--- src/hdl/lfog_pkg.sv ---
// ----------------------------------------------------------------------------
// lfog_pkg
// Shared widths, register indexes, lane control and sequencer types for the
// linear fade-out gain block.
// ----------------------------------------------------------------------------
package lfog_pkg;

  // Sample and register widths
  localparam int SAMPLE_BITS = 16;
  localparam int TRACK_W     = 32;
  localparam int FADE_W      = 24;
  localparam int CFG_W       = 32;
  localparam int REG_IDX_W   = 1;

  // Product of a magnitude and a remaining-frame count
  localparam int PROD_W  = SAMPLE_BITS + FADE_W;
  // Stream payload: two samples, padded to whole bytes
  localparam int TDATA_W = ((2 * SAMPLE_BITS + 7) / 8) * 8;
  localparam int TUSER_W = 2;
  // Divide step counter, holds 0..SAMPLE_BITS
  localparam int STEP_W  = $clog2(SAMPLE_BITS + 1);

  // tuser bit positions
  localparam int USER_FADING   = 0;
  localparam int USER_PAST_END = 1;

  // Configuration register indexes
  typedef enum logic [REG_IDX_W-1:0] {
    REG_TRACK_LEN = 1'b0,
    REG_FADE_LEN  = 1'b1
  } reg_idx_e;

  // Sequencer states, one-hot
  typedef enum logic [2:0] {
    ST_IDLE = 3'b001,
    ST_MUL  = 3'b010,
    ST_DIV  = 3'b100
  } state_e;

  // Control shared by both lanes
  typedef struct packed {
    logic load;  // capture a new item
    logic mult;  // form magnitude times remaining count
    logic step;  // one restoring divide step
  } lane_ctrl_t;

endpackage

--- src/hdl/linear_fade_out_gain.sv ---
// ----------------------------------------------------------------------------
// linear_fade_out_gain
// Linear fade-out over the last frames of a stereo track of known length.
// ----------------------------------------------------------------------------
// Each accepted item is one stereo frame and gives one result item. A frame
// passes through these steps: the accepting edge captures it, then one
// multiply, then SAMPLE_BITS restoring divide steps run side by side in the
// left and right lanes, then it moves into the output register, waiting in
// the last divide step until that register is free. A new frame is taken
// once the previous one has left the lanes, so the block takes no new frame
// before it is through with the previous one; the output register lets it
// enter while a result waits. Writing track_length reloads the frames-remaining
// counter; fade_length takes effect on the next frame. Frames past the end
// come out as silence with the past-end flag. Registers must be written only
// while the block is idle; the block itself does not enforce it.
module linear_fade_out_gain (
  input  logic                              clk_i,
  input  logic                              rst_ni,
  // Configuration write port
  input  logic                              cfg_we_i,
  input  logic [lfog_pkg::REG_IDX_W-1:0]    cfg_idx_i,
  input  logic [lfog_pkg::CFG_W-1:0]        cfg_data_i,
  // Input items
  input  logic                              s_tvalid,
  output logic                              s_tready,
  input  logic [lfog_pkg::TDATA_W-1:0]      s_tdata,   // left_in, right_in
  // Result items
  output logic                              m_tvalid,
  input  logic                              m_tready,
  output logic [lfog_pkg::TDATA_W-1:0]      m_tdata,   // left_out, right_out
  output logic                              m_tlast,   // last_frame
  output logic [lfog_pkg::TUSER_W-1:0]      m_tuser    // fading, past_end
);
  import lfog_pkg::*;

  localparam logic [STEP_W-1:0] LAST_STEP = STEP_W'(SAMPLE_BITS);

  logic [TRACK_W-1:0] remain_q, remain_d;
  logic [FADE_W-1:0]  fade_len_q;
  state_e             state_q, state_d;
  logic [STEP_W-1:0]  step_q, step_d;
  logic               fading_q, last_q, past_q;
  logic               out_valid_q;
  logic [SAMPLE_BITS-1:0] left_out_q, right_out_q;
  logic               fading_out_q, last_out_q, past_out_q;

  logic               in_acc;
  logic               out_free;
  logic               done;
  logic               fade_now;
  lane_ctrl_t         ctrl;
  logic signed [SAMPLE_BITS-1:0] left_res, right_res;

  assign s_tready = (state_q == ST_IDLE);
  assign in_acc   = s_tvalid && s_tready;
  assign out_free = !out_valid_q || m_tready;
  assign done     = (state_q == ST_DIV) && (step_q == LAST_STEP);

  // Frame classification from the current count
  assign fade_now = (fade_len_q != '0) && (remain_q != '0) &&
                    (remain_q <= TRACK_W'(fade_len_q));

  // Lane control
  always_comb begin
    ctrl.load = in_acc;
    ctrl.mult = (state_q == ST_MUL);
    ctrl.step = (state_q == ST_DIV) && (step_q != LAST_STEP);
  end

  // Sequencer
  always_comb begin
    state_d = state_q;
    step_d  = step_q;
    unique case (state_q)
      ST_IDLE: begin
        if (in_acc) begin
          state_d = ST_MUL;
        end
      end
      ST_MUL: begin
        state_d = ST_DIV;
        step_d  = '0;
      end
      ST_DIV: begin
        if (step_q != LAST_STEP) begin
          step_d = step_q + 1'b1;
        end else if (out_free) begin
          state_d = ST_IDLE;
        end
      end
      default: begin
        state_d = ST_IDLE;
      end
    endcase
  end

  // Frame counter: reload on a track length write, count down per frame
  always_comb begin
    remain_d = remain_q;
    if (cfg_we_i && (cfg_idx_i == REG_TRACK_LEN)) begin
      remain_d = cfg_data_i[TRACK_W-1:0];
    end else if (in_acc && (remain_q != '0)) begin
      remain_d = remain_q - 1'b1;
    end
  end

  // Control registers
  always_ff @(posedge clk_i or negedge rst_ni) begin
    if (!rst_ni) begin
      state_q     <= ST_IDLE;
      step_q      <= '0;
      remain_q    <= '0;
      fade_len_q  <= '0;
      out_valid_q <= 1'b0;
    end else begin
      state_q  <= state_d;
      step_q   <= step_d;
      remain_q <= remain_d;
      if (cfg_we_i) begin
        unique case (cfg_idx_i)
          REG_TRACK_LEN: ;
          REG_FADE_LEN:  fade_len_q <= cfg_data_i[FADE_W-1:0];
          default: ;
        endcase
      end
      if (done && out_free) begin
        out_valid_q <= 1'b1;
      end else if (m_tready) begin
        out_valid_q <= 1'b0;
      end
    end
  end

  // Per-frame flags, captured at acceptance
  always_ff @(posedge clk_i) begin
    if (in_acc) begin
      fading_q <= fade_now;
      last_q   <= (remain_q == TRACK_W'(1));
      past_q   <= (remain_q == '0);
    end
  end

  // Left and right lanes
  lfog_lane u_lane_left (
    .clk_i    (clk_i),
    .ctrl_i   (ctrl),
    .sample_i (s_tdata[SAMPLE_BITS-1:0]),
    .fade_i   (fade_now),
    .num_i    (remain_q[FADE_W-1:0]),
    .den_i    (fade_len_q),
    .result_o (left_res)
  );

  lfog_lane u_lane_right (
    .clk_i    (clk_i),
    .ctrl_i   (ctrl),
    .sample_i (s_tdata[2*SAMPLE_BITS-1:SAMPLE_BITS]),
    .fade_i   (fade_now),
    .num_i    (remain_q[FADE_W-1:0]),
    .den_i    (fade_len_q),
    .result_o (right_res)
  );

  // Merge lane results and flags into the output register
  always_ff @(posedge clk_i) begin
    if (done && out_free) begin
      left_out_q   <= past_q ? '0 : left_res;
      right_out_q  <= past_q ? '0 : right_res;
      fading_out_q <= fading_q;
      last_out_q   <= last_q;
      past_out_q   <= past_q;
    end
  end

  assign m_tvalid = out_valid_q;
  assign m_tdata  = TDATA_W'({right_out_q, left_out_q});
  assign m_tlast  = last_out_q;
  always_comb begin
    m_tuser                = '0;
    m_tuser[USER_FADING]   = fading_out_q;
    m_tuser[USER_PAST_END] = past_out_q;
  end

endmodule

--- src/hdl/lfog_lane.sv ---
// ----------------------------------------------------------------------------
// lfog_lane
// One channel lane: sign split, a single multiply, then a bit-serial
// restoring divide giving one quotient bit per step.
// ----------------------------------------------------------------------------
module lfog_lane (
  input  logic                                 clk_i,
  input  lfog_pkg::lane_ctrl_t                 ctrl_i,
  input  logic signed [lfog_pkg::SAMPLE_BITS-1:0] sample_i,
  input  logic                                 fade_i,
  input  logic [lfog_pkg::FADE_W-1:0]          num_i,
  input  logic [lfog_pkg::FADE_W-1:0]          den_i,
  output logic signed [lfog_pkg::SAMPLE_BITS-1:0] result_o
);
  import lfog_pkg::*;

  logic [SAMPLE_BITS-1:0] sample_q;
  logic                   fade_q;
  logic [FADE_W-1:0]      num_q;
  logic [FADE_W-1:0]      den_q;
  logic [FADE_W-1:0]      rem_q;
  logic [SAMPLE_BITS-1:0] quo_q;

  logic                   neg;
  logic [SAMPLE_BITS-1:0] mag;
  logic [PROD_W-1:0]      prod;
  logic [FADE_W:0]        rem_sh;
  logic [FADE_W:0]        rem_sub;
  logic                   ge;
  logic [SAMPLE_BITS-1:0] quo_neg;

  // Magnitude of the held sample; the most negative value maps to 2^(n-1)
  assign neg  = sample_q[SAMPLE_BITS-1];
  assign mag  = neg ? (~sample_q + 1'b1) : sample_q;
  assign prod = PROD_W'(mag) * PROD_W'(num_q);

  // Restoring divide step: shift in the next product bit, subtract if it fits
  assign rem_sh  = {rem_q, quo_q[SAMPLE_BITS-1]};
  assign rem_sub = rem_sh - {1'b0, den_q};
  assign ge      = (rem_sh >= {1'b0, den_q});

  // Operands and divide registers. The top product bits start as the
  // remainder: they stay below the divisor since remaining <= fade length.
  always_ff @(posedge clk_i) begin
    if (ctrl_i.load) begin
      sample_q <= sample_i;
      fade_q   <= fade_i;
      num_q    <= num_i;
      den_q    <= den_i;
    end
    if (ctrl_i.mult) begin
      rem_q <= prod[PROD_W-1:SAMPLE_BITS];
      quo_q <= prod[SAMPLE_BITS-1:0];
    end else if (ctrl_i.step) begin
      rem_q <= ge ? rem_sub[FADE_W-1:0] : rem_sh[FADE_W-1:0];
      quo_q <= {quo_q[SAMPLE_BITS-2:0], ge};
    end
  end

  // Restore the sign, or pass the sample outside the fade region
  assign quo_neg  = ~quo_q + 1'b1;
  assign result_o = fade_q ? (neg ? quo_neg : quo_q) : sample_q;

endmodule

--- config.mk ---
export PLATFORM = sky130hd
export DESIGN_NAME = linear_fade_out_gain
export DESIGN_NICKNAME = d
export VERILOG_FILES = /design/src/hdl/lfog_pkg.sv /design/src/hdl/linear_fade_out_gain.sv /design/src/hdl/lfog_lane.sv
export SDC_FILE = /design/constraint.sdc
export NUM_CORES = 2
export LEC_CHECK = 0
export BUFFER_PORTS_ARGS = -buffer_cell sky130_fd_sc_hd__buf_2
export CORE_ASPECT_RATIO = 0.75
export CORE_MARGIN = 4
export CORE_UTILIZATION = 40
export DETAILED_ROUTE_END_ITERATION = 6
export SLEW_MARGIN = 20
export SYNTH_ARGS = -nofsm -noshare
export SYNTH_HDL_FRONTEND = slang
export SYNTH_SLANG_ARGS = --single-unit
--- constraint.sdc ---
create_clock -name clk_i -period 15.9 [get_ports clk_i]
set_input_delay 1.59 -clock clk_i [delete_from_list [all_inputs] [get_ports clk_i]]
set_output_delay 1.59 -clock clk_i [all_outputs]
set_load 0.02 [all_outputs]
==> results.cfg <==
[setup_path]
cp_num_cells = 26
cp_num_buf_inv = 4
cpPeakStageDelay_ns = 0.80
crit_path_max_fanout = 24
crit_family = adder cells
r2r-end = u_lane_left.rem_q[23]$_DFFE_PP_
timing.rr.start = u_lane_left.sample_q[5]$_DFFE_PP_
cp_common_cell = fa_1
cp-endpoint = u_lane_left.rem_q[23]$_DFFE_PP_
rrSetupSlack_ns = 6.97
ff2ff_path_depth = 26
cp-startpoint = u_lane_left.sample_q[5]$_DFFE_PP_
crit_arrival_ns = 9.27
crit_type = reg -> reg
start_kind = flop
crit_required_ns = 16.23
crit_path_end_kind = flop
cp_slowest_cell = o31ai_1

[synthesis]
synth_top_area_share_pct = 30.9
yosys-top-cells-area = fa_1 31%, edfxtp_1 15%, ha_1 9.6%
syn_avg_cell_area_um2 = 9.22
synth_common_cells = 821 x inv_1, 676 x nand2_1, 614 x fa_1
yosys_warnings = 0
syn-num-nets = 5305
async_flop_share_pct = 24.7
synth.most_common_cell = inv_1
yosysTopAreaCell = fa_1
synth.cell_area_um2 = 39800
netlist_instances = 4317
synth_edf_count = 198
ys.flop_type = edfxtp_1
synth_cell_types = 94
ys_seq_area_share_pct = 19.0
ys_ff_latch = 263

[timing]
tightest_slew_ns = 1.18
timing.fmax_mhz = 112
layout_min_cycle_time_ns = 8.93
drv_slew = 0
skew_ns = 0.0438
finalSetupViolCount = 0
fin_setup_tns_ns = 0
hold_viol = 0
relSlewSlack_pct = 21.2
rsz0062_at_grt = no
min_period_over_period_pct = 56.2

[status]
status = completed

[clock_tree]
clockRootBuffer = clkbuf_16
cts_tree = yes
clock-sinks = 263
cts_setup_buffers = 0
clk_latency_ns = 0.62
holdBufCountCts = 0
cts.clk_slew.worst_paths_ns = 0.07
clockBufferDepth = 3
cts_buffers = 26
ctsResizeCount = 0
cts_max_level = 1

[routing]
wl_per_cell_um = 20.0
wl_met2_mm = 46.9
ant_nets = 0
firstDrtPassIters = 5
vias = 30069
highest-signal-layer = met5
detail_route.vias_per_cell = 5.33
wl_met1_mm = 53.0
wl_met3_mm = 10.0
routed_wl_mm = 112
drt_iter0_drc = 2487
post-route-drc-count = 0

[grt]
grt_max_degree = 66
grt_pass1_wl_mm = 179
grt_use_total_pct = 21.9
antenna_found_initial = 6
grt_pass1_vias = 30189
overflow = 0

[placed_design]
place.gp.congestion = 0.911
dp_hpwl_mm = 84.6
io_buffers = 106

[hold_path]
min_path_cells = 0
min_path_type = reg -> reg

[flow_run]
cap_violations = 0

[floorplan]
core_um2 = 98000
die-area_um2 = 105000
die_w_um = 372
die_h_um = 281
ios = 107
start_util_pct = 40.6
num_rows = 99

[final_layout]
nFillCells = 9625
syn_to_final_growth_pct = 7.61
drive_above_1_share_pct = 7.29
nets = 5290
layer usage:
| layer | vias up | GRT usage (%) |
|---|---|---|
| met5 | - | 0 |
| met4 | 8 | 4.10 |
| met3 | 117 | 3.94 |
| met2 | 1108 | 32.0 |
| met1 | 15273 | 34.0 |
| li1 | 13563 | - |
worst reg2reg max path, cell delays in order (launching register included):
cell and delay, ns:
edfxtp_1 0.51, or4_4 0.59, or4_4 0.44, or3_1 0.39
o21ai_1 0.24, xnor2_2 0.14, buf_4 0.28, nand2_1 0.14
fa_1 0.53, fa_1 0.55, inv_1 0.06, fa_1 0.50
fa_1 0.51, fa_1 0.55, inv_1 0.06, fa_1 0.53
inv_1 0.04, ha_1 0.35, nand2_1 0.09, a221oi_1 0.22
a21oi_1 0.16, o31ai_1 0.80, o21a_1 0.37, a31oi_1 0.16
o21ai_0 0.23, xnor2_1 0.16, mux2i_1 0.09
flip-flops by register name (all words and copies together) (netlist names), 24 cells and up:
| signal | count |
|---|---|
| remain_q | 32 |
| fade_len_q | 24 |
| u_lane_left.den_q | 24 |
| u_lane_left.num_q | 24 |
| u_lane_left.rem_q | 24 |
| u_lane_right.rem_q | 24 |
placed cells by master, fill, tap and decap left out, drive strengths merged, types with 26 or more instances in the layout:
cell | Yosys | routed
a211oi | 42 | 42
a21o | 77 | 77
a21oi | 137 | 137
and2 | 267 | 267
buf | 22 | 162
clkbuf | 183 | 32
dfrtp | 64 | 64
edfxtp | 198 | 198
fa | 614 | 614
ha | 304 | 304
inv | 821 | 821
mux2 | 28 | 28
mux2i | 57 | 57
nand2 | 676 | 676
nand3 | 27 | 27
nand4 | 27 | 27
nor2 | 144 | 144
nor3 | 36 | 36
o21ai | 142 | 142
o31ai | 26 | 26
xnor2 | 112 | 112
xor2 | 74 | 74
cell type report:
class	instances	area, µm²	share of cell area (%)
Antenna cell	3	7.51	0.0175
Clock buffer	32	693	1.62
Clock inverter	16	178	0.415
Inverter	821	3080	7.20
Multi-Input combinational cell	3028	28700	67.0
Sequential cell	263	7570	17.7
Tap cell	1313	1640	3.83
Timing Repair Buffer	162	963	2.25
per-stage QoR:
step | cells | setup slack (ns) | util (%) | hold WS, ns | cell area (µm²)
after floorplan | 4317 | 7.85 | - | 0.400 | 39800
after global placement | 5586 | 7.15 | 42.8 | 0.412 | 41900
after detailed placement | 5586 | 7.05 | 42.8 | 0.418 | 41900
after CTS | 5634 | 7.03 | 43.7 | 0.435 | 42800
after global routing | 5635 | 6.54 | 43.7 | 0.442 | 42800
final | 5638 | 6.97 | 43.7 | 0.439 | 42800
worst min path at each step:
stage / startpoint / end
6_report: last_q$_DFFE_PP_ / m_tlast$_DFFE_PP_
4_1_cts: last_q$_DFFE_PP_ / m_tlast$_DFFE_PP_
2_1_floorplan: last_q$_DFFE_PP_ / m_tlast$_DFFE_PP_
3_3_place_gp: last_q$_DFFE_PP_ / m_tlast$_DFFE_PP_
3_5_place_dp: last_q$_DFFE_PP_ / m_tlast$_DFFE_PP_
5_1_grt: last_q$_DFFE_PP_ / m_tlast$_DFFE_PP_
cell families (layout without fill, tap and decap cells):
group / after synthesis / in the layout / share of synthesized area, %
XOR/XNOR: 186 / 186 / 4.11
other: 0 / 3 / 0
flip-flops: 263 / 263 / 19.0
AO/OA/AOI/OAI: 544 / 544 / 8.86
multiplexers: 85 / 85 / 2.23
adder cells (fa/ha/maj): 918 / 918 / 40.4
AND/OR/NAND/NOR: 1295 / 1295 / 15.5
buffers and inverters: 1026 / 1031 / 9.85
Power is not shown: default switching activity piles up to over one toggle a cycle in this logic, so the estimate is an artifact.
